===== config.mk =====
export PLATFORM = sky130hd
export DESIGN_NAME = gn2p_front
export DESIGN_NICKNAME = d
export VERILOG_FILES = /design/src/rtl/gradient_noise_2d_pcg_macros.svh /design/src/rtl/gn2p_pkg.sv /design/src/rtl/gn2p_front.sv
export SDC_FILE = /design/constraint.sdc
export NUM_CORES = 1
export LEC_CHECK = 0
export BUFFER_PORTS_ARGS = -buffer_cell sky130_fd_sc_hd__buf_2
export CAP_MARGIN = 5
export CORE_AREA = 2 2 140 142
export CTS_CLUSTER_DIAMETER = 30
export DETAILED_ROUTE_END_ITERATION = 12
export DIE_AREA = 0 0 142 144
export GPL_TIMING_DRIVEN = 0
export HOLD_SLACK_MARGIN = 0.12
export PLACE_DENSITY = 0.67
export SYNTH_ARGS = -nofsm -noshare
export SYNTH_HDL_FRONTEND = slang
export SYNTH_SLANG_ARGS = --single-unit

===== constraint.sdc =====
create_clock -name clk -period 7.7 [get_ports clk]
set_input_delay 0.77 -clock clk [delete_from_list [all_inputs] [get_ports clk]]
set_output_delay 0.77 -clock clk [all_outputs]
set_load 0.03 [all_outputs]

===== src/rtl/gradient_noise_2d_pcg_macros.svh =====
// ----------------------------------------------------------------------------
// gradient noise 2d pcg assertion macros
// concurrent assertion helpers, compiled out for synthesis
// ----------------------------------------------------------------------------
`ifndef GRADIENT_NOISE_2D_PCG_MACROS_SVH
`define GRADIENT_NOISE_2D_PCG_MACROS_SVH
`ifndef SYNTHESIS
`define GN2P_ASSERT_IMP(lbl, clk, rstn, ante, cons, msg) \
	lbl: assert property (@(posedge clk) disable iff (!rstn) (ante) |-> (cons)) \
	else $error(msg);
`define GN2P_ASSERT_NXT(lbl, clk, rstn, ante, cons, msg) \
	lbl: assert property (@(posedge clk) disable iff (!rstn) (ante) |=> (cons)) \
	else $error(msg);
`else
`define GN2P_ASSERT_IMP(lbl, clk, rstn, ante, cons, msg)
`define GN2P_ASSERT_NXT(lbl, clk, rstn, ante, cons, msg)
`endif
`endif


===== src/rtl/gn2p_pkg.sv =====
// ----------------------------------------------------------------------------
// gn2p_pkg
// shared types and constants of the gradient noise block
// ----------------------------------------------------------------------------
`timescale 1ns / 1ps
`default_nettype none
package gn2p_pkg;

	localparam int ADDR_W = 4;
	localparam logic [1:0] REG_MULT = 2'd0;
	localparam logic [1:0] REG_INCR = 2'd1;
	localparam logic [1:0] REG_MIX  = 2'd2;

	localparam logic [31:0] MULT_RST = 32'd1664525;
	localparam logic [31:0] INCR_RST = 32'd1013904223;
	localparam logic [31:0] MIX_RST  = 32'd0;

	localparam logic [23:0] GRAD_SPAN = 24'd16777215;
	localparam int ISQ_W = 49;
	localparam logic [ISQ_W-1:0] LEN_FLOOR = 49'd28147494316;
	localparam int ISQ_STEPS = (ISQ_W + 1) / 2;
	localparam int RT_W = 25;
	localparam int Q_W = 17;
	localparam int DIV_STEPS = Q_W;
	localparam int G_W = 18;
	localparam int D_W = 18;
	localparam int CV_W = 20;
	localparam int F_W = 17;
	localparam int CORNER_LAT = 8 + ISQ_STEPS + DIV_STEPS + 3;

	localparam logic [16:0] NORM_Q16 = 17'd46341;
	localparam logic [36:0] FADE_C = 37'd42949672960;
	localparam logic [36:0] FADE_K = 37'd983040;

	localparam int QPTR_W = 2;
	localparam int QUEUE_DEPTH = 1 << QPTR_W;
	localparam logic [QPTR_W:0] QUEUE_FULL_CNT = {1'b1, {QPTR_W{1'b0}}};

	typedef struct packed {
		logic [31:0] mult;
		logic [31:0] incr;
		logic [31:0] mix;
	} cfg_t;

	typedef struct packed {
		logic [31:0] x0;
		logic [31:0] x1;
		logic [31:0] y0;
		logic [31:0] y1;
		logic [15:0] ux;
		logic [15:0] uy;
	} qent_t;

endpackage
`default_nettype wire


===== src/rtl/gn2p_front.sv =====
// ----------------------------------------------------------------------------
// gn2p_front
// accepts positions, forms lattice corner words and cell offsets
// ----------------------------------------------------------------------------
`timescale 1ns / 1ps
`default_nettype none
module gn2p_front #(
	parameter int POS_FRAC_BITS = 16
) (
	input  logic                clk,
	input  logic                arst_n,
	input  gn2p_pkg::cfg_t      cfg,
	input  logic                push,
	output logic                full,
	input  logic signed [31:0]  pos_x,
	input  logic signed [31:0]  pos_y,
	input  logic [31:0]         seed,
	output logic                q_wr,
	input  logic                q_full,
	output gn2p_pkg::qent_t     q_data
);
	import gn2p_pkg::*;

	logic                      vld_s1;
	qent_t                     ent_s1;
	qent_t                     ent_d;
	logic [31:0]               lx;
	logic [31:0]               ly;
	logic [31:0]               sy;
	logic [POS_FRAC_BITS+15:0] fx_ext;
	logic [POS_FRAC_BITS+15:0] fy_ext;
	logic                      accept;

	assign lx     = pos_x >>> POS_FRAC_BITS;
	assign ly     = pos_y >>> POS_FRAC_BITS;
	assign sy     = seed ^ cfg.mix;
	assign fx_ext = {pos_x[POS_FRAC_BITS-1:0], 16'd0};
	assign fy_ext = {pos_y[POS_FRAC_BITS-1:0], 16'd0};

	always_comb begin
		ent_d.x0 = lx ^ seed;
		ent_d.x1 = (lx + 32'd1) ^ seed;
		ent_d.y0 = ly ^ sy;
		ent_d.y1 = (ly + 32'd1) ^ sy;
		ent_d.ux = fx_ext[POS_FRAC_BITS+15:POS_FRAC_BITS];
		ent_d.uy = fy_ext[POS_FRAC_BITS+15:POS_FRAC_BITS];
	end

	assign full   = vld_s1 && q_full;
	assign accept = push && !full;
	assign q_wr   = vld_s1 && !q_full;
	assign q_data = ent_s1;

	always_ff @(posedge clk or negedge arst_n) begin
		if (!arst_n) begin
			vld_s1 <= 1'b0;
		end else if (accept) begin
			vld_s1 <= 1'b1;
		end else if (q_wr) begin
			vld_s1 <= 1'b0;
		end
	end

	always_ff @(posedge clk) begin
		if (accept) begin
			ent_s1 <= ent_d;
		end
	end

endmodule
`default_nettype wire


Word level (Yosys, flattened, before mapping):

Cells that the tools add are included.

* add/subtract/negate cells: 2
* mux-type cells: 2
* bitwise operators: 5
* reductions and logical operators: 6

Operator list (count)
* XOR 32 bit: 5
* adder 16 x 2 -> 17 bit, second input constant: 2
* logical AND 1 bit: 3
* zero test 1 bit: 2
* two-way mux 1 bit: 2
* nonzero test 2 bit: 1

* flip-flop bits (word level): 161
* bits of input ports: 196
* output and inout port bits: 162
* logic and storage cells: 22

Depth between registers and ports, before layout:

* depth in word-level cells: 4
* depth in mapped cells: 7
* mapped depth without buffers: 5

Worst setup path before layout:

No wires, ideal clock.

* path kind: input to register
* start: input q_full
* end: register ent_s1 (netlist bit q_data[0]), enable pin
* library setup time: 0.697 ns
* data arrival time: 8.072 ns
* required time: 7.003 ns
* slack: -1.069 ns
* stages: 2
* path buffers: 0
* cells stage by stage: and2_1 -> nor2b_1

* longest elaborated chain between the ends: 3

Ends and longest elaborated chain
* start, declared: line gn2p_front.sv:19 `input logic q_full,`
* logical AND 1 bit: line gn2p_front.sv:49 `assign full = vld_s1 && q_full;`
* zero test 1 bit: line gn2p_front.sv:50 `assign accept = push && !full;`
* logical AND 1 bit: line gn2p_front.sv:50
* named net accept: line gn2p_front.sv:32 `logic accept;`
* end signal, assigned: line gn2p_front.sv:66 `ent_s1 <= ent_d;`
* end, declared: line gn2p_front.sv:25 `qent_t ent_s1;`

The timed path passes the listed nets, and every way through them passes these cells.
A chain may end at the register's enable or synchronous reset.

==> reports/qor.yml <==
status: "completed"
diodes: 0
synth.largest_area_cell: "edfxtp_1"
ys_top_cells_by_count: "edfxtp_1 (160), xnor2_1 (95), xor2_1 (63)"
synth_ff_type: "edfxtp_1"
pwr-share-clk_pct: 37.7
via_per_inst: 4.322
std_cell_rows: 51
fin_crit_ps: 2531
synth-edff-count: 160
antenna_found_initial: 0
crit_path_start: "pos_y[16]"
synth_cell_type_count: 28
netlist_area_mm2: 0.006589
die_w_um: 142
vias: 4089
tightest_slew_ps: 1008
maxSlewHeadroom_pct: 32.18
worstSetupEndpointType: "flop"
grt_first_pass_wirelength_um: 22200
cap_viol_max_count: 0
min_path_type: "input port to flop"
finalHoldViolCount: 0
start_util_pct: 34.53
drive_gt1_share_pct: 47.74
clock_skew_ps: 10.14
hpwl_um: 11830
grt_use_total_pct: 14.51
synth-async-reset-ratio_pct: 0.6211
seq_area_frac_synth_pct: 73.30
rsz0062_at_grt: "no"
yosysMostFrequentCell: "edfxtp_1"
cts_resized: 0
fmax_mhz: 395.1
worstHoldPathCells: 1
synthToLayoutAreaGrowth_pct: 37.66
drt_iter0_markers: 135
cts_root_buf: "clkbuf_16"
synth_seq_cells: 161
ctsLongestPathBuffers: 2
p_int_w: 0.001725
wl_per_cell_um: 15.94
cp.arrival_ps: 2690
totalWireLength_um: 15080
avgSynthCellArea_um2: 17.38
nets: 893
slew_violations: 0
min_from: "pos_y[7]"
vdd_ir_drop_max_mv: 0.1402
syn_nets: 577
clock_latency_ps: 420
place.gp.congestion: 0.7718
p_switching_w: 0.0006342
antenna_left: 0
grt_max_degree: 36
numCtsBuffers: 17
numPortBuffers: 292
power.density_mw_per_mm2: 260.1
p_seq_share_pct: 45.5
drc: 0
setup_viol: 0
switching_share_pct: 26.89
combinationalPowerShare_pct: 16.8
ys_top_cells_by_area: "edfxtp_1 (73%), xnor2_1 (13%), xor2_1 (8.4%)"
period_share_pct: 32.87
fp.dieH_um: 144
synth_top_cell_area_share_pct: 72.92
rr_startpoint: "vld_s1"
tns_ps: 0
n_fill_cell: 1662
syn_inst: 379
cts_tree: "done"
core_area_mm2: 0.01908
grt_pass1_vias: 4082
overflow: 0
cts_max_level: 4
fin_total_pwr_w: 0.002359
dieArea_mm2: 0.02045
clk_pin_slew_ps: 70
ys_warn_count: 0
worstPathRequired_ps: 7860
r2r_cells: 4
crit_type: "input port to flop"
ios: 358
first_pass_iters: 4
cp_max_fo: 10
p_leak_nw: 3.691
crit_path_start_kind: "input port"
cts_setup_buffers: 0
numClockSinks: 161
==> layer usage <==
layer / vias to the layer above / part of all wire, % / track usage, %
met1: 1898 / 41 / 16.94
met3: 27 / 6.9 / 4.834
met4: 0 / 2.6 / 6.947
met2: 183 / 50 / 24.21
li1: 1981 / - / -
met5: - / 0 / 0
==> what timing repair did <==
action	CTS	global route
endpoints found under the setup margin	0	0
hold endpoints to repair	1	0
hold buffers	1	0
==> critical path, cell delays in order <==
cell and delay, ps:
buf_2 110, ha_1 210, nand2_1 100, nor4_1 740, a41o_1 270, buf_4 180, buf_6 200, xnor2_1 100
==> cells in the final DEF (no fill, tap or decap), types with 2 or more instances in the layout <==
master     count
and3_1         6
and4_1         2
buf_12         4
buf_2        293
bufinv_16      3
clkbuf_16     17
clkbuf_8       2
clkinv_2       2
clkinv_4       2
edfxtp_1     160
ha_1           2
inv_1          4
inv_6          4
nand2_1       12
nand3_1        8
nand4_1        2
nor2_1         3
nor3_1         4
nor4_1         2
xnor2_1       95
xor2_1        63
==> per-stage QoR <==
step                      utilization, %  std cells  hold slack (ps)  setup slack, ps  area, um^2
after global placement             43.77        909            546.5            479.4        8351
final                              47.54        946            522.1             5169        9070
after detailed placement           44.21        913            546.7             4653        8436
after CTS                          47.54        946            496.1             5106        9070
after floorplan                        -        379            474.4             2000        6591
after global routing               47.54        946            492.0             5033        9070
==> state kept, by name (all words and copies together) (netlist names) <==
signal  cells
q_data    160
vld_s1      1
==> power by group through the flow <==
stage | logic (W) | clock network, W | registers [W]
after floorplan | 0.000118 | 0 | 0.00123
after global placement | 0.000387 | 0 | 0.00110
after detailed placement | 0.000400 | 0 | 0.00109
after CTS | 0.000400 | 0.000911 | 0.00107
after global routing | 0.000423 | 0.000945 | 0.00108
final | 0.000396 | 0.000889 | 0.00107
==> cell type report <==
cell class              count  area (um^2)  share of cell area (%)
well taps                 238        297.8                   3.283
inverters                   5        18.77                  0.2069
repair buffers            297         1551                   17.11
clock inverters            13        171.4                   1.890
plain buffers               6        46.29                  0.5104
multi-input cells         207         1702                   18.76
flip-flops and latches    161         4830                   53.25
clock buffers              19        452.9                   4.994
==> logic make-up (layout without fill, tap and decap cells) <==
logic type	after synthesis	in the layout	synth area share (%)
buffers and inverters	11	340	0.9871
xor gates and xnor gates	158	158	21.00
adders and majority gates	2	2	0.3797
AOI/OAI and AO/OA	2	2	0.4747
DFF	161	161	73.30
and+or+nand+nor	45	45	3.855
==> path summary, 6_finish.rpt <==
kind	end	slack [ps]
setup / recovery	q_data[55]	5170
hold / removal	q_data[7]	520
setup reg to reg	q_data[44]	5570
hold reg to reg	vld_s1	700
max in group asynchronous	vld_s1	6960
min in group asynchronous	vld_s1	650
Power figures use the tool's default switching activity.
