$ cat config.mk
export PLATFORM = sky130hd
export DESIGN_NAME = gn2p_queue
export DESIGN_NICKNAME = d
export VERILOG_FILES = /design/src/rtl/gn2p_pkg.sv /design/src/rtl/gn2p_queue.sv
export VERILOG_INCLUDE_DIRS = /design/src /design/src/rtl
export SDC_FILE = /design/constraint.sdc
export NUM_CORES = 1
export LEC_CHECK = 0
export ABC_AREA = 0
export BUFFER_PORTS_ARGS = -buffer_cell sky130_fd_sc_hd__buf_2
export CAP_MARGIN = 0
export CORE_MARGIN = 10
export CORE_UTILIZATION = 57
export CTS_CLUSTER_DIAMETER = 50
export CTS_CLUSTER_SIZE = 40
export DETAILED_ROUTE_END_ITERATION = 12
export PLACE_DENSITY_LB_ADDON = 0.25
export SYNTH_ARGS = -nofsm -noshare
export SYNTH_HDL_FRONTEND = slang
export SYNTH_SLANG_ARGS = --single-unit
$ cat constraint.sdc
create_clock -name clk -period 6.6 [get_ports clk]
set_input_delay 0.66 -clock clk [delete_from_list [all_inputs] [get_ports clk]]
set_output_delay 0.66 -clock clk [all_outputs]
set_load 0.02 [all_outputs]
$ cat src/rtl/gradient_noise_2d_pcg_macros.svh
// ----------------------------------------------------------------------------
// gradient noise 2d pcg assertion macros
// concurrent assertion helpers, compiled out for synthesis
// ----------------------------------------------------------------------------
`ifndef GRADIENT_NOISE_2D_PCG_MACROS_SVH
`define GRADIENT_NOISE_2D_PCG_MACROS_SVH
`ifndef SYNTHESIS
`define GN2P_ASSERT_IMP(lbl, clk, rstn, ante, cons, msg) \
	lbl: assert property (@(posedge clk) disable iff (!rstn) (ante) |-> (cons)) \
	else $error(msg);
`define GN2P_ASSERT_NXT(lbl, clk, rstn, ante, cons, msg) \
	lbl: assert property (@(posedge clk) disable iff (!rstn) (ante) |=> (cons)) \
	else $error(msg);
`else
`define GN2P_ASSERT_IMP(lbl, clk, rstn, ante, cons, msg)
`define GN2P_ASSERT_NXT(lbl, clk, rstn, ante, cons, msg)
`endif
`endif

$ cat src/rtl/gn2p_pkg.sv
// ----------------------------------------------------------------------------
// gn2p_pkg
// shared types and constants of the gradient noise block
// ----------------------------------------------------------------------------
`timescale 1ns / 1ps
`default_nettype none
package gn2p_pkg;

	localparam int ADDR_W = 4;
	localparam logic [1:0] REG_MULT = 2'd0;
	localparam logic [1:0] REG_INCR = 2'd1;
	localparam logic [1:0] REG_MIX  = 2'd2;

	localparam logic [31:0] MULT_RST = 32'd1664525;
	localparam logic [31:0] INCR_RST = 32'd1013904223;
	localparam logic [31:0] MIX_RST  = 32'd0;

	localparam logic [23:0] GRAD_SPAN = 24'd16777215;
	localparam int ISQ_W = 49;
	localparam logic [ISQ_W-1:0] LEN_FLOOR = 49'd28147494316;
	localparam int ISQ_STEPS = (ISQ_W + 1) / 2;
	localparam int RT_W = 25;
	localparam int Q_W = 17;
	localparam int DIV_STEPS = Q_W;
	localparam int G_W = 18;
	localparam int D_W = 18;
	localparam int CV_W = 20;
	localparam int F_W = 17;
	localparam int CORNER_LAT = 8 + ISQ_STEPS + DIV_STEPS + 3;

	localparam logic [16:0] NORM_Q16 = 17'd46341;
	localparam logic [36:0] FADE_C = 37'd42949672960;
	localparam logic [36:0] FADE_K = 37'd983040;

	localparam int QPTR_W = 2;
	localparam int QUEUE_DEPTH = 1 << QPTR_W;
	localparam logic [QPTR_W:0] QUEUE_FULL_CNT = {1'b1, {QPTR_W{1'b0}}};

	typedef struct packed {
		logic [31:0] mult;
		logic [31:0] incr;
		logic [31:0] mix;
	} cfg_t;

	typedef struct packed {
		logic [31:0] x0;
		logic [31:0] x1;
		logic [31:0] y0;
		logic [31:0] y1;
		logic [15:0] ux;
		logic [15:0] uy;
	} qent_t;

endpackage
`default_nettype wire

$ cat src/rtl/gn2p_queue.sv
// ----------------------------------------------------------------------------
// gn2p_queue
// short first-word-through queue between front and back
// ----------------------------------------------------------------------------
`timescale 1ns / 1ps
`default_nettype none
`include "gradient_noise_2d_pcg_macros.svh"
module gn2p_queue (
	input  logic            clk,
	input  logic            arst_n,
	input  logic            wr,
	input  gn2p_pkg::qent_t wdata,
	output logic            full,
	input  logic            rd,
	output gn2p_pkg::qent_t rdata,
	output logic            empty
);
	import gn2p_pkg::*;

	qent_t             mem_q [QUEUE_DEPTH];
	logic [QPTR_W-1:0] wp_q;
	logic [QPTR_W-1:0] rp_q;
	logic [QPTR_W:0]   cnt_q;

	assign full  = cnt_q == QUEUE_FULL_CNT;
	assign empty = cnt_q == '0;
	assign rdata = mem_q[rp_q];

	always_ff @(posedge clk or negedge arst_n) begin
		if (!arst_n) begin
			wp_q  <= '0;
			rp_q  <= '0;
			cnt_q <= '0;
		end else begin
			if (wr) begin
				wp_q <= wp_q + 1'b1;
			end
			if (rd) begin
				rp_q <= rp_q + 1'b1;
			end
			if (wr && !rd) begin
				cnt_q <= cnt_q + 1'b1;
			end else if (rd && !wr) begin
				cnt_q <= cnt_q - 1'b1;
			end
		end
	end

	always_ff @(posedge clk) begin
		if (wr) begin
			mem_q[wp_q] <= wdata;
		end
	end

	`GN2P_ASSERT_IMP(a_cnt_max, clk, arst_n, 1'b1, cnt_q <= QUEUE_FULL_CNT, "queue count over depth")
	`GN2P_ASSERT_IMP(a_no_overrun, clk, arst_n, wr, !full, "write into full queue")
	`GN2P_ASSERT_IMP(a_no_underrun, clk, arst_n, rd, !empty, "read from empty queue")

endmodule
`default_nettype wire

## Yosys cells after proc, flatten, opt, wreduce, memory -nomap -nowiden

Memories as Yosys holds them, arrays and structs flattened.
Cells that the tools add are included.

- Add/sub/neg operators: 4
- Equality and inequality tests: 1
- Muxes and demuxes: 4
- Reductions and logical operators: 6

Operators by type and width:

| cell | number |
|---|---|
| two-way mux 3 bit | 2 |
| adder 2 x 1 -> 2 bit (second input constant) | 2 |
| adder 3 x 1 -> 3 bit (second input constant) | 1 |
| == test 3 bit (second input constant) | 1 |
| zero test 3 bit | 1 |
| subtractor 3 x 1 -> 3 bit (second input constant) | 1 |
| logical AND 1 bit | 2 |
| zero test 1 bit | 2 |
| two-way mux 1 bit | 2 |
| nonzero test 2 bit | 1 |

- Bits in registers: 7
- Memory bits (writable): 640
- Bits of input ports: 164
- Output and inout bits: 162
- Memories: 1

Memory list:

| name | words | bits a word | read ports | clocked after Yosys merged registers in | wr ports | line | RTL |
|---|---|---|---|---|---|---|---|
| mem_q | 4 | 160 | 1 | 0 | 1 | gn2p_queue.sv:20 | `qent_t mem_q [QUEUE_DEPTH];` |

## Longest topological paths before layout

- Depth in word-level cells: 4
- Gate-level depth with buffers: 7

## Worst setup path after synthesis

Ideal clock, no wire load.

- Path kind: input port to flip-flop
- Start: input wr
- End: memory mem_q[1][0] (netlist bit) (enable)
- Arrival: 4,306 ps
- Data required time: 6,062 ps
- Setup slack: 1,755 ps
- Stages: 1
- Path through: and2_1

- Word-level cells in the longest chain between the ends: 2

Ends and longest elaborated chain:

| element | line | RTL |
|---|---|---|
| start, declared | gn2p_queue.sv:11 | `input logic wr,` |
| two-way mux 1 bit | gn2p_queue.sv:50 | `if (wr) begin` |
| two-way mux 1 bit (not written as such) | gn2p_queue.sv:51 | `mem_q[wp_q] <= wdata;` |
| end, declared | gn2p_queue.sv:20 |  |

No other way between the ends.

==> impl_metrics.yaml <==
status:
  status: "complete, no violations"
global_route:
  grt_pass1_vias: 10924
  grt_pass1_wl_um: 69000
  grt_use_total_pct: 18.4
  grt_max_degree: 87
  overflow: 0
  antenna_found_initial: 10
sta:
  hold_viol: 0
  tns_ns: 0
  max_freq_mhz: 263
  setup_viol: 0
  worst_pin_slew_ns: 1.01
  setup_slack_ns: 2.80
  finalClockSkew_ns: 0.0190
  whs_ns: 0.272
  rsz0062_at_grt: "false"
  slew_headroom_pct: 32.7
  slew_viol_final: 0
  period_share_pct: 57.5
  fin_crit_ns: 3.80
critical_path:
  crit_fanout: 41
  crit_type: "reg -> out"
  rr_startpoint: "wp_q[0]$_DFFE_PN0P_"
  cpMaxStageDelayCell: "dfrtp_4"
  reg2regPathDepth: 4
  max_stage_delay_ns: 0.98
  arrival_ns: 3.14
  r2r_slack_ns: 3.88
  endpoint: "rdata[68]"
  crit_buf_inv: 2
  required_ns: 5.94
  r2r-end: "mem_q[2][29]$_DFFE_PP_"
  worstSetupStartpoint: "rp_q[0]$_DFFE_PN0P_"
  start_kind: "flop"
  path_cells: "buf_4 -> mux4_2 -> buf_2"
  critical_path.top_delay_family: "flip-flops"
  end_kind: "output pin"
  worst-path-stages: 3
cells_and_area:
  design_area_um2: 27300
  finalNetCount: 1392
  drive_gt1_share_pct: 46.6
  num-fill-cells: 2552
  syn_to_final_growth_pct: 16.4
floorplanning:
  die_w_um: 223
  dieArea_um2: 49700
  io_pins: 326
  die_height_um: 223
  core-area_um2: 40700
  rows: 74
  initial_core_util_pct: 57.6
power:
  p_leak_uw: 0.00925
  cellPowerDensity_nw_per_um2: 460
  power_uw: 12600
  ir_drop_uv: 400
yosys:
  yosysTopAreaCellShare_pct: 82.0
  yosys.area.top_type: "edfxtp_1"
  seq_area_frac_synth_pct: 82.7
  avgSynthCellArea_um2: 27.0
  synth_area_um2: 23400
  netlist_top_cells_area: "edfxtp_1 82%, mux4_2 15%, dfrtp_1 0.75%, buf_6 0.48%, buf_2 0.41%"
  synth.ff_latch_count: 647
  synthCells: 870
  syn-num-nets: 1040
  yosysWarnings: 0
  synth.distinct_cells: 19
drt:
  drt-total-wl_um: 45800
  drt_iter0_drc: 897
  wl_per_cell_um: 25.5
  drt_pass1_iterations: 4
  viasPerCell: 5.73
  drc: 0
  ant_nets: 0
  dr_total_vias: 10287
clocking:
  clk_latency_ns: 0.59
  cts_root_buf: "clkbuf_16"
  cts_tree: "built"
  cts.path.max_buffers: 3
  cts-htree-levels: 2
  cts_num_sinks: 647
  cts_resized: 0
  clk_pin_slew_worst_paths_ns: 0.09
  cts_buffers: 47
placed_design:
  port-buffer-count: 325
  place_ws_ns: 3.33
  dp_hpwl_um: 28700
  dpl_cell_area_um2: 25600
  routabilityCongestion: 0.740
job:
  cap_violations: 0
min_path:
  min_path_type: "in -> reg"
==> synth_stat cells <==
library cell and count:
xnor2_1 2, mux4_2 160, ha_1 5, inv_1 4
nor2_1 1, nor3_1 1, buf_4 1, o21ai_0 1
buf_2 19, clkbuf_1 6, nor3b_1 1, edfxtp_1 640
dfrtp_1 7, fa_1 1, mux2_2 1, nand2_1 2
buf_6 10, and2_1 4, xor2_1 4
==> final cells by class <==
cell class                 count  area [µm²]  area share, %
sequential                   647       19400           71.0
multi-input combinational    183        3810           14.0
timing repair buffer         339        1760           6.44
clock buffer                  50        1230           4.50
tap                          532         666           2.44
clock inverter                37         415           1.52
inverter                       4        15.0         0.0550
antenna                        3        7.51         0.0275
==> metrics by stage <==
| stage | utilization (%) | instances |
|---|---|---|
| after floorplan | - | 870 |
| after global placement | 62.9 | 1704 |
| after detailed placement | 62.9 | 1704 |
| after CTS | 67.0 | 1792 |
| after global routing | 67.0 | 1795 |
| final | 67.0 | 1795 |
==> layout by cell type (no fill, tap or decap), types with 5 or more instances in the layout <==
master,instances
clkbuf_16,49
buf_4,11
edfxtp_1,640
inv_8,9
mux4_2,160
dfrtp_1,5
clkinv_4,5
buf_2,325
ha_1,5
==> worst reg2reg max path, delay by kind of cell, from the launching register on <==
kind                     cells  cell delay [ns]
AND/OR/NAND/NOR              1             0.75
flip-flops                   1             0.43
adder cells (fa/ha/maj)      1             0.14
buffers and inverters        2             0.97
==> worst min path at each step <==
| stage | slack (ns) | startpoint | endpoint | cells after the start |
|---|---|---|---|---|
| floorplan | 0.36 | arst_n | cnt_q[0]$_DFFE_PN0P_ | 0 |
| global placement | 0.47 | cnt_q[2]$_DFFE_PN0P_ | cnt_q[2]$_DFFE_PN0P_ | 1 |
| detailed placement | 0.50 | cnt_q[2]$_DFFE_PN0P_ | cnt_q[2]$_DFFE_PN0P_ | 1 |
| CTS | 0.23 | wdata[78] | mem_q[0][78]$_DFFE_PP_ | 1 |
| global route | 0.25 | wdata[78] | mem_q[0][78]$_DFFE_PP_ | 1 |
| finish | 0.27 | wdata[78] | mem_q[2][78]$_DFFE_PP_ | 1 |
==> flip-flops by register name (all words and copies together) (netlist names) <==
name,count
mem_q,640
cnt_q,3
wp_q,2
rp_q,2
==> routing by layer <==
layer	routed length, µm	up-vias	GRT usage [%]
met5	86	-	0
met4	1000	14	5.82
met3	3710	76	5.70
met2	22700	348	28.7
met1	18200	5364	24.5
li1	-	4485	-
==> cell families after synthesis <==
group / Yosys count / share of synthesized area [%]
DFF: 647 / 82.7
muxes: 161 / 15.4
buffers and inverters: 40 / 1.08
and+or+nand+nor: 9 / 0.208
xor gates and xnor gates: 6 / 0.224
adders and majority gates: 6 / 0.352
AOI/OAI and AO/OA: 1 / 0.0213
==> power breakdown <==
part | internal [µW] | switching [µW] | leakage, µW
Combinational | 1550 | 2320 | 0.00249
Clock | 1520 | 1470 | 0.000802
Sequential | 5370 | 327 | 0.00596
==> timing repair <==
action / CTS / global route
hold endpoints to repair: 7 / 0
hold buffers: 1 / 0
buffers inserted: 0 / 0
Note: power is estimated with default switching activity, not from simulation.
