`config.mk`:
```
export PLATFORM = sky130hd
export DESIGN_NAME = gn2p_fade
export DESIGN_NICKNAME = d
export VERILOG_FILES = /design/src/rtl/gradient_noise_2d_pcg_macros.svh /design/src/rtl/gn2p_pkg.sv /design/src/rtl/gn2p_fade.sv
export SDC_FILE = /design/constraint.sdc
export NUM_CORES = 2
export LEC_CHECK = 0
export ABC_CLOCK_PERIOD_IN_PS = 8109
export BUFFER_PORTS_ARGS = -buffer_cell sky130_fd_sc_hd__buf_2
export CELL_PAD_IN_SITES_DETAIL_PLACEMENT = 1
export CELL_PAD_IN_SITES_GLOBAL_PLACEMENT = 1
export CORE_MARGIN = 1
export CORE_UTILIZATION = 45
export DETAILED_ROUTE_END_ITERATION = 7
export GPL_TIMING_DRIVEN = 0
export PLACE_DENSITY = 0.74
export SYNTH_ARGS = -nofsm -noshare
export SYNTH_HDL_FRONTEND = slang
export SYNTH_SLANG_ARGS = --single-unit
```
`constraint.sdc`:
```
create_clock -name clk -period 8.11 [get_ports clk]
set_input_delay 0.811 -clock clk [delete_from_list [all_inputs] [get_ports clk]]
set_output_delay 0.811 -clock clk [all_outputs]
set_load 0.03 [all_outputs]
```
`src/rtl/gradient_noise_2d_pcg_macros.svh`:
```
// ----------------------------------------------------------------------------
// gradient noise 2d pcg assertion macros
// concurrent assertion helpers, compiled out for synthesis
// ----------------------------------------------------------------------------
`ifndef GRADIENT_NOISE_2D_PCG_MACROS_SVH
`define GRADIENT_NOISE_2D_PCG_MACROS_SVH
`ifndef SYNTHESIS
`define GN2P_ASSERT_IMP(lbl, clk, rstn, ante, cons, msg) \
	lbl: assert property (@(posedge clk) disable iff (!rstn) (ante) |-> (cons)) \
	else $error(msg);
`define GN2P_ASSERT_NXT(lbl, clk, rstn, ante, cons, msg) \
	lbl: assert property (@(posedge clk) disable iff (!rstn) (ante) |=> (cons)) \
	else $error(msg);
`else
`define GN2P_ASSERT_IMP(lbl, clk, rstn, ante, cons, msg)
`define GN2P_ASSERT_NXT(lbl, clk, rstn, ante, cons, msg)
`endif
`endif

```
`src/rtl/gn2p_pkg.sv`:
```
// ----------------------------------------------------------------------------
// gn2p_pkg
// shared types and constants of the gradient noise block
// ----------------------------------------------------------------------------
`timescale 1ns / 1ps
`default_nettype none
package gn2p_pkg;

	localparam int ADDR_W = 4;
	localparam logic [1:0] REG_MULT = 2'd0;
	localparam logic [1:0] REG_INCR = 2'd1;
	localparam logic [1:0] REG_MIX  = 2'd2;

	localparam logic [31:0] MULT_RST = 32'd1664525;
	localparam logic [31:0] INCR_RST = 32'd1013904223;
	localparam logic [31:0] MIX_RST  = 32'd0;

	localparam logic [23:0] GRAD_SPAN = 24'd16777215;
	localparam int ISQ_W = 49;
	localparam logic [ISQ_W-1:0] LEN_FLOOR = 49'd28147494316;
	localparam int ISQ_STEPS = (ISQ_W + 1) / 2;
	localparam int RT_W = 25;
	localparam int Q_W = 17;
	localparam int DIV_STEPS = Q_W;
	localparam int G_W = 18;
	localparam int D_W = 18;
	localparam int CV_W = 20;
	localparam int F_W = 17;
	localparam int CORNER_LAT = 8 + ISQ_STEPS + DIV_STEPS + 3;

	localparam logic [16:0] NORM_Q16 = 17'd46341;
	localparam logic [36:0] FADE_C = 37'd42949672960;
	localparam logic [36:0] FADE_K = 37'd983040;

	localparam int QPTR_W = 2;
	localparam int QUEUE_DEPTH = 1 << QPTR_W;
	localparam logic [QPTR_W:0] QUEUE_FULL_CNT = {1'b1, {QPTR_W{1'b0}}};

	typedef struct packed {
		logic [31:0] mult;
		logic [31:0] incr;
		logic [31:0] mix;
	} cfg_t;

	typedef struct packed {
		logic [31:0] x0;
		logic [31:0] x1;
		logic [31:0] y0;
		logic [31:0] y1;
		logic [15:0] ux;
		logic [15:0] uy;
	} qent_t;

endpackage
`default_nettype wire

```
`src/rtl/gn2p_fade.sv`:
```
// ----------------------------------------------------------------------------
// gn2p_fade
// quintic fade of the cell offsets, aligned to the corner pipeline
// ----------------------------------------------------------------------------
`timescale 1ns / 1ps
`default_nettype none
module gn2p_fade (
	input  logic                     clk,
	input  logic                     en,
	input  logic [15:0]              ux,
	input  logic [15:0]              uy,
	output logic [gn2p_pkg::F_W-1:0] fx,
	output logic [gn2p_pkg::F_W-1:0] fy
);
	import gn2p_pkg::*;

	localparam int FD = CORNER_LAT - 3;

	logic [15:0]    dlx [FD];
	logic [15:0]    dly [FD];
	logic [31:0]    uux_s51, uuy_s51;
	logic [15:0]    ux_s51, uy_s51;
	logic [19:0]    inx_s52, iny_s52;
	logic [15:0]    u3x_s52, u3y_s52;
	logic [F_W-1:0] fx_s53, fy_s53;
	logic [36:0]    polx, poly;
	logic [31:0]    u3px, u3py;
	logic [35:0]    fpx, fpy;

	assign polx = {5'd0, uux_s51} * 37'd6 + FADE_C - {21'd0, ux_s51} * FADE_K;
	assign poly = {5'd0, uuy_s51} * 37'd6 + FADE_C - {21'd0, uy_s51} * FADE_K;
	assign u3px = uux_s51[31:16] * ux_s51;
	assign u3py = uuy_s51[31:16] * uy_s51;
	assign fpx  = u3x_s52 * inx_s52;
	assign fpy  = u3y_s52 * iny_s52;

	always_ff @(posedge clk) begin
		if (en) begin
			dlx[0] <= ux;
			dly[0] <= uy;
			for (int k = 1; k < FD; k++) begin
				dlx[k] <= dlx[k-1];
				dly[k] <= dly[k-1];
			end
			uux_s51 <= dlx[FD-1] * dlx[FD-1];
			uuy_s51 <= dly[FD-1] * dly[FD-1];
			ux_s51  <= dlx[FD-1];
			uy_s51  <= dly[FD-1];
			inx_s52 <= polx[35:16];
			iny_s52 <= poly[35:16];
			u3x_s52 <= u3px[31:16];
			u3y_s52 <= u3py[31:16];
			fx_s53  <= fpx[F_W+15:16];
			fy_s53  <= fpy[F_W+15:16];
		end
	end

	assign fx = fx_s53;
	assign fy = fy_s53;

endmodule
`default_nettype wire

```
* After elaboration in Yosys (flattened, before gate mapping)
Memories as Yosys holds them, arrays and structs flattened.
Cells that the tools add are included.
** Word-level totals
- Register bits :: 202
- Bits in writable memories :: 1600
- Bits of input ports :: 34
- Logic and storage cells :: 28
- Memories kept :: 2
** Operators by class
- $add $sub $neg :: 4
- Multiply operators :: 10
- Mux-type cells :: 2
** Memories
- dlx :: depth 50, width 16, rd ports 50, clocked after Yosys merged registers in 0, write ports 50, line gn2p_fade.sv:19 : logic [15:0] dlx [FD];
- dly :: depth 50, width 16, rd ports 50, clocked after Yosys merged registers in 0, write ports 50, line gn2p_fade.sv:20 : logic [15:0] dly [FD];
** Operators with widths (count)
- multiplier 16 x 16 -> 32 bit :: 4
- adder 35 x 36 -> 36 bit (second input constant) :: 2
- subtractor 36 bit :: 2
- multiplier 32 x 2 -> 34 bit (second input constant) :: 2
- multiplier 16 x 20 -> 33 bit :: 2
- multiplier 16 x 4 -> 20 bit (second input constant) :: 2
- 2-to-1 mux 1 bit :: 2

* Longest topological paths before layout
- Word-level depth :: 3
- Gate-level depth with buffers :: 25
- Gate-level depth less buffers :: 24

* Least setup slack after synthesis
No wires, ideal clock.
- Kind :: reg2reg
- Start :: register u3y_s52[1]
- End :: register fy_s53[13], in the netlist fy[13], data pin
- Setup time :: 0.264 ns
- Arrival time :: 6.114 ns
- Required time :: 7.846 ns
- Slack :: 1.732 ns
- Cell stages (with the launch flop) :: 23
- Buffers on the path :: 2
- Period minus slack after synthesis :: 6.378 ns
- Cells stage by stage :: edfxtp_1 > clkbuf_1 > clkbuf_1 > nand2_1 > fa_1 > fa_1 > fa_1 > inv_1 > fa_1 > fa_1 > inv_1 > fa_1 > inv_1 > ha_1 > a21o_1 > a21o_1 > a21o_1 > and3_1 > or2_2 > o211ai_1 > a31oi_1 > a221oi_1 > xnor2_1
** On the way
- Word-level cells in the longest chain between the ends :: 1
** Ends and longest elaborated chain
- from (decl) :: line gn2p_fade.sv:24 : logic [15:0] u3x_s52, u3y_s52;
- from (signal assigned) :: line gn2p_fade.sv:52 : u3y_s52 <= u3py[31:16];
- multiplier 16 x 20 -> 33 bit :: line gn2p_fade.sv:35 : assign fpy = u3y_s52 * iny_s52;
- via fpy[29] :: line gn2p_fade.sv:28 : logic [35:0] fpx, fpy;
- to (signal assigned) :: line gn2p_fade.sv:54 : fy_s53 <= fpy[F_W+15:16];
- to (decl) :: line gn2p_fade.sv:25 : logic [F_W-1:0] fx_s53, fy_s53;
The timed path passes the listed nets, and every way through them passes these cells.
A chain may end at the register's enable or synchronous reset.

* Worst setup path after layout
Ends and elaborated chain as after synthesis.

==> summary.md <==
| Metric | Value |
|---|---|
| Status | complete, no violations |
| Hold_ws | 98.06 ps |
| Gpl congestion | 0.9047 |
| Initial antenna violation count | 7 |
| Starting Density | 45.40% |
| Area delta synth->final | 9.695% |
| First-pass iteration count of the detailed router | 5 |
| Commonest non-fill, non-tap cells in the layout | edfxtp_1, inv_1, fa_1 |
| Clk_lat worst skew | 880 ps |
| CTS buffer count | 182 |
| WP data arrival | 8290 ps |
| Worst reg2reg path depth | 22 |
| Worst Skew | 68.26 ps |
| Tmin final | 7751 ps |
| Syn Area/Cell | 13.20 um2 |
| Clock Tree Buf Depth | 3 |
| Routed WL | 236800 um |
| RSZ-0062 raised after global routing | false |
| Vias | 62130 |
| CP Class | register to register |
| Largest net degree at the start of global routing | 198 |
| Port Buf Inserts | 67 |
| Synth Flop Type | edfxtp_1 |
| Root Driver | clkbuf_16 |
| TNS Setup | 0 ps |
| Final Hold Fails | 0 |
| Crit path max fanout | 10 |
| Ratio of cells with drive above 1 in the final layout | 4.214% |
| Max-slew violation count | 0 |
| I/O pin count | 68 |
| Period utilization | 95.58% |
| Die width | 500.8 um |
| Final core utilization | 49.81% |
| Synth Warn # | 0 |
| Residual DRC count | 0 |
| Worst slew margin | 28.58% |
| Global-route wire length before repair | 383600 um |
| Commonest non-fill, non-tap cell in the layout | edfxtp_1 |
| Reg2reg end | fy[13] |
| DP Worst Slack | 415.1 ps |
| Post-synth EDFFs | 1798 |
| Worst slew pin tran | 1060 ps |
| Final setup vio count | 0 |
| Final setup margin | 358.6 ps |
| Vias in the first global route | 70440 |
| R2r setup slk | 360 ps |
| Drt via density | 5.086 |
| H-tree depth | 4 |
| Routed Antenna Nets | 0 |
| Crit. End Element | register |
| Die area | 0.2508 mm2 |
| Async S/R FF share, synth | 0% |
| Critical path launch point type | register |
| Grt total ovfl | 0 |
| Cell variety after synth | 73 |
| Max Clk Rate | 129.0 MHz |
| Hold/Removal Path Class | primary input to register |
| R2r startpoint | u3y_s52[1] |
| Worst Path Required | 8650 ps |
| Syn Std Cell Area | 0.1120 mm2 |
| MaxCap Viol Count | 0 |
| Reg clk slew, reported paths | 60 ps |
| WL per Instance | 19.39 um |
| Starting DRT DRC Count | 3297 |
| Die Ht | 500.8 um |
| Flops & latches, synth | 1798 |
| Nets | 10840 |
| GRT Overall Usage | 19.58% |
| Seq/Total Area, Yosys | 48.22% |
| CTS Sinks | 1798 |
| Row count | 182 |
| Hold Crit Start | ux[5] |
| CTS tree | done |
| Core ar. | 0.2466 mm2 |
| HPWL Detailed | 176700 um |
| Synthesized instance count | 8484 |
| Hold path depth | 1 |
| WHS Endpoint | dlx[0][5] |
worst max path at each step:
stage | slack [ps] | endpoint | cells past startpoint | from
CTS | 350 | u3x_s52[15] | 21 | uux_s51[28]
global placement | -21610 | dlx[1][273] | 1 | en
floorplan | 1730 | fy[13] | 22 | u3y_s52[1]
finish | 360 | fy[13] | 22 | u3y_s52[1]
global route | 5 | u3x_s52[15] | 23 | uux_s51[23]
detailed placement | 420 | u3x_s52[15] | 21 | uux_s51[28]
layer usage:
metal  share of wire [%]  global-route usage (%)
met5                   0                       0
met1                  45                   26.16
met3                 4.1                   2.599
met2                  49                   33.45
met4                 2.5                   5.394
cells in the mapped netlist, types with 21 or more instances:
| cell | number | area, um2 |
|---|---|---|
| a211oi_1 | 29 | 217.7 |
| a21o_1 | 106 | 795.8 |
| a21oi_1 | 189 | 945.9 |
| and2_1 | 615 | 3847 |
| and3_1 | 25 | 156.4 |
| clkbuf_1 | 209 | 784.5 |
| edfxtp_1 | 1798 | 53990 |
| fa_1 | 1268 | 25380 |
| ha_1 | 786 | 9834 |
| inv_1 | 1550 | 5818 |
| nand2_1 | 872 | 3273 |
| nand2b_1 | 35 | 219.0 |
| nand3_1 | 38 | 190.2 |
| nand4_1 | 23 | 143.9 |
| nor2_1 | 196 | 735.7 |
| nor2b_1 | 33 | 206.5 |
| nor3_1 | 47 | 235.2 |
| o211ai_1 | 21 | 157.7 |
| o21a_1 | 49 | 367.9 |
| o21ai_0 | 107 | 535.5 |
| o21bai_1 | 25 | 187.7 |
| xnor2_1 | 191 | 1673 |
| xor2_1 | 66 | 578.1 |
metrics by stage:
step | cell area (um2) | cells
after floorplan | 112000 | 8485
final | 122800 | 12220
after global routing | 122800 | 12210
after detailed placement | 116700 | 11870
after CTS | 122800 | 12210
after global placement | 116500 | 11860
cells by family (layout without fill, tap and decap cells):
logic type               Yosys count  count (layout)  synth area share [%]
adder cells (fa/ha/maj)         2054            2054                 31.45
other                              1               8              0.003349
flip-flops                      1798            1798                 48.22
AND/OR/NAND/NOR                 1934            1934                 8.365
XOR/XNOR                         257             257                 2.010
multiplexers                       7               7               0.06593
AO/OA/AOI/OAI                    673             673                 3.985
buffers and inverters           1760            2173                 5.900
state kept, by name (all words and copies together) (netlist names), 17 cells and up:
| register | cells |
|---|---|
| fy | 17 |
| uux_s51 | 31 |
| uuy_s51 | 31 |
| dlx | 800 |
| dly | 800 |
| inx_s52 | 20 |
| fx | 17 |
| iny_s52 | 20 |
what timing repair did:
action                     CTS  global route
setup buffers                0             3
hold endpoints to repair     6             0
setup endpoints to repair    0             1
resized for setup            0            10
hold buffers                 6             0
area by class of cell:
type | instances | area, um2
antenna | 6 | 15.01
buffer | 210 | 794.5
clock buffer | 217 | 4686
clock inverter | 110 | 1294
fill | 24950 | 123800
inverter | 1550 | 5818
multi-input combinational | 4927 | 51380
sequential | 1798 | 53990
tap | 3312 | 4144
timing repair buffer | 86 | 708.2
worst max-delay path, stage by stage, from the launching register on:
cell	delay [ps]
edfxtp_1	350
clkbuf_1	440
clkbuf_1	570
nand2_1	180
fa_1	540
fa_1	530
fa_1	530
inv_1	60
fa_1	500
fa_1	510
inv_1	50
fa_1	490
inv_1	50
ha_1	280
a21oi_1	210
nand2_1	120
o2bb2ai_1	460
a211oi_1	120
or2_2	390
o211ai_1	300
a31oi_1	250
a221oi_1	400
xnor2_1	150
Power is left out: the tool's default activity adds up to more than one toggle a clock period on the data nets, which glitch-free logic cannot reach.
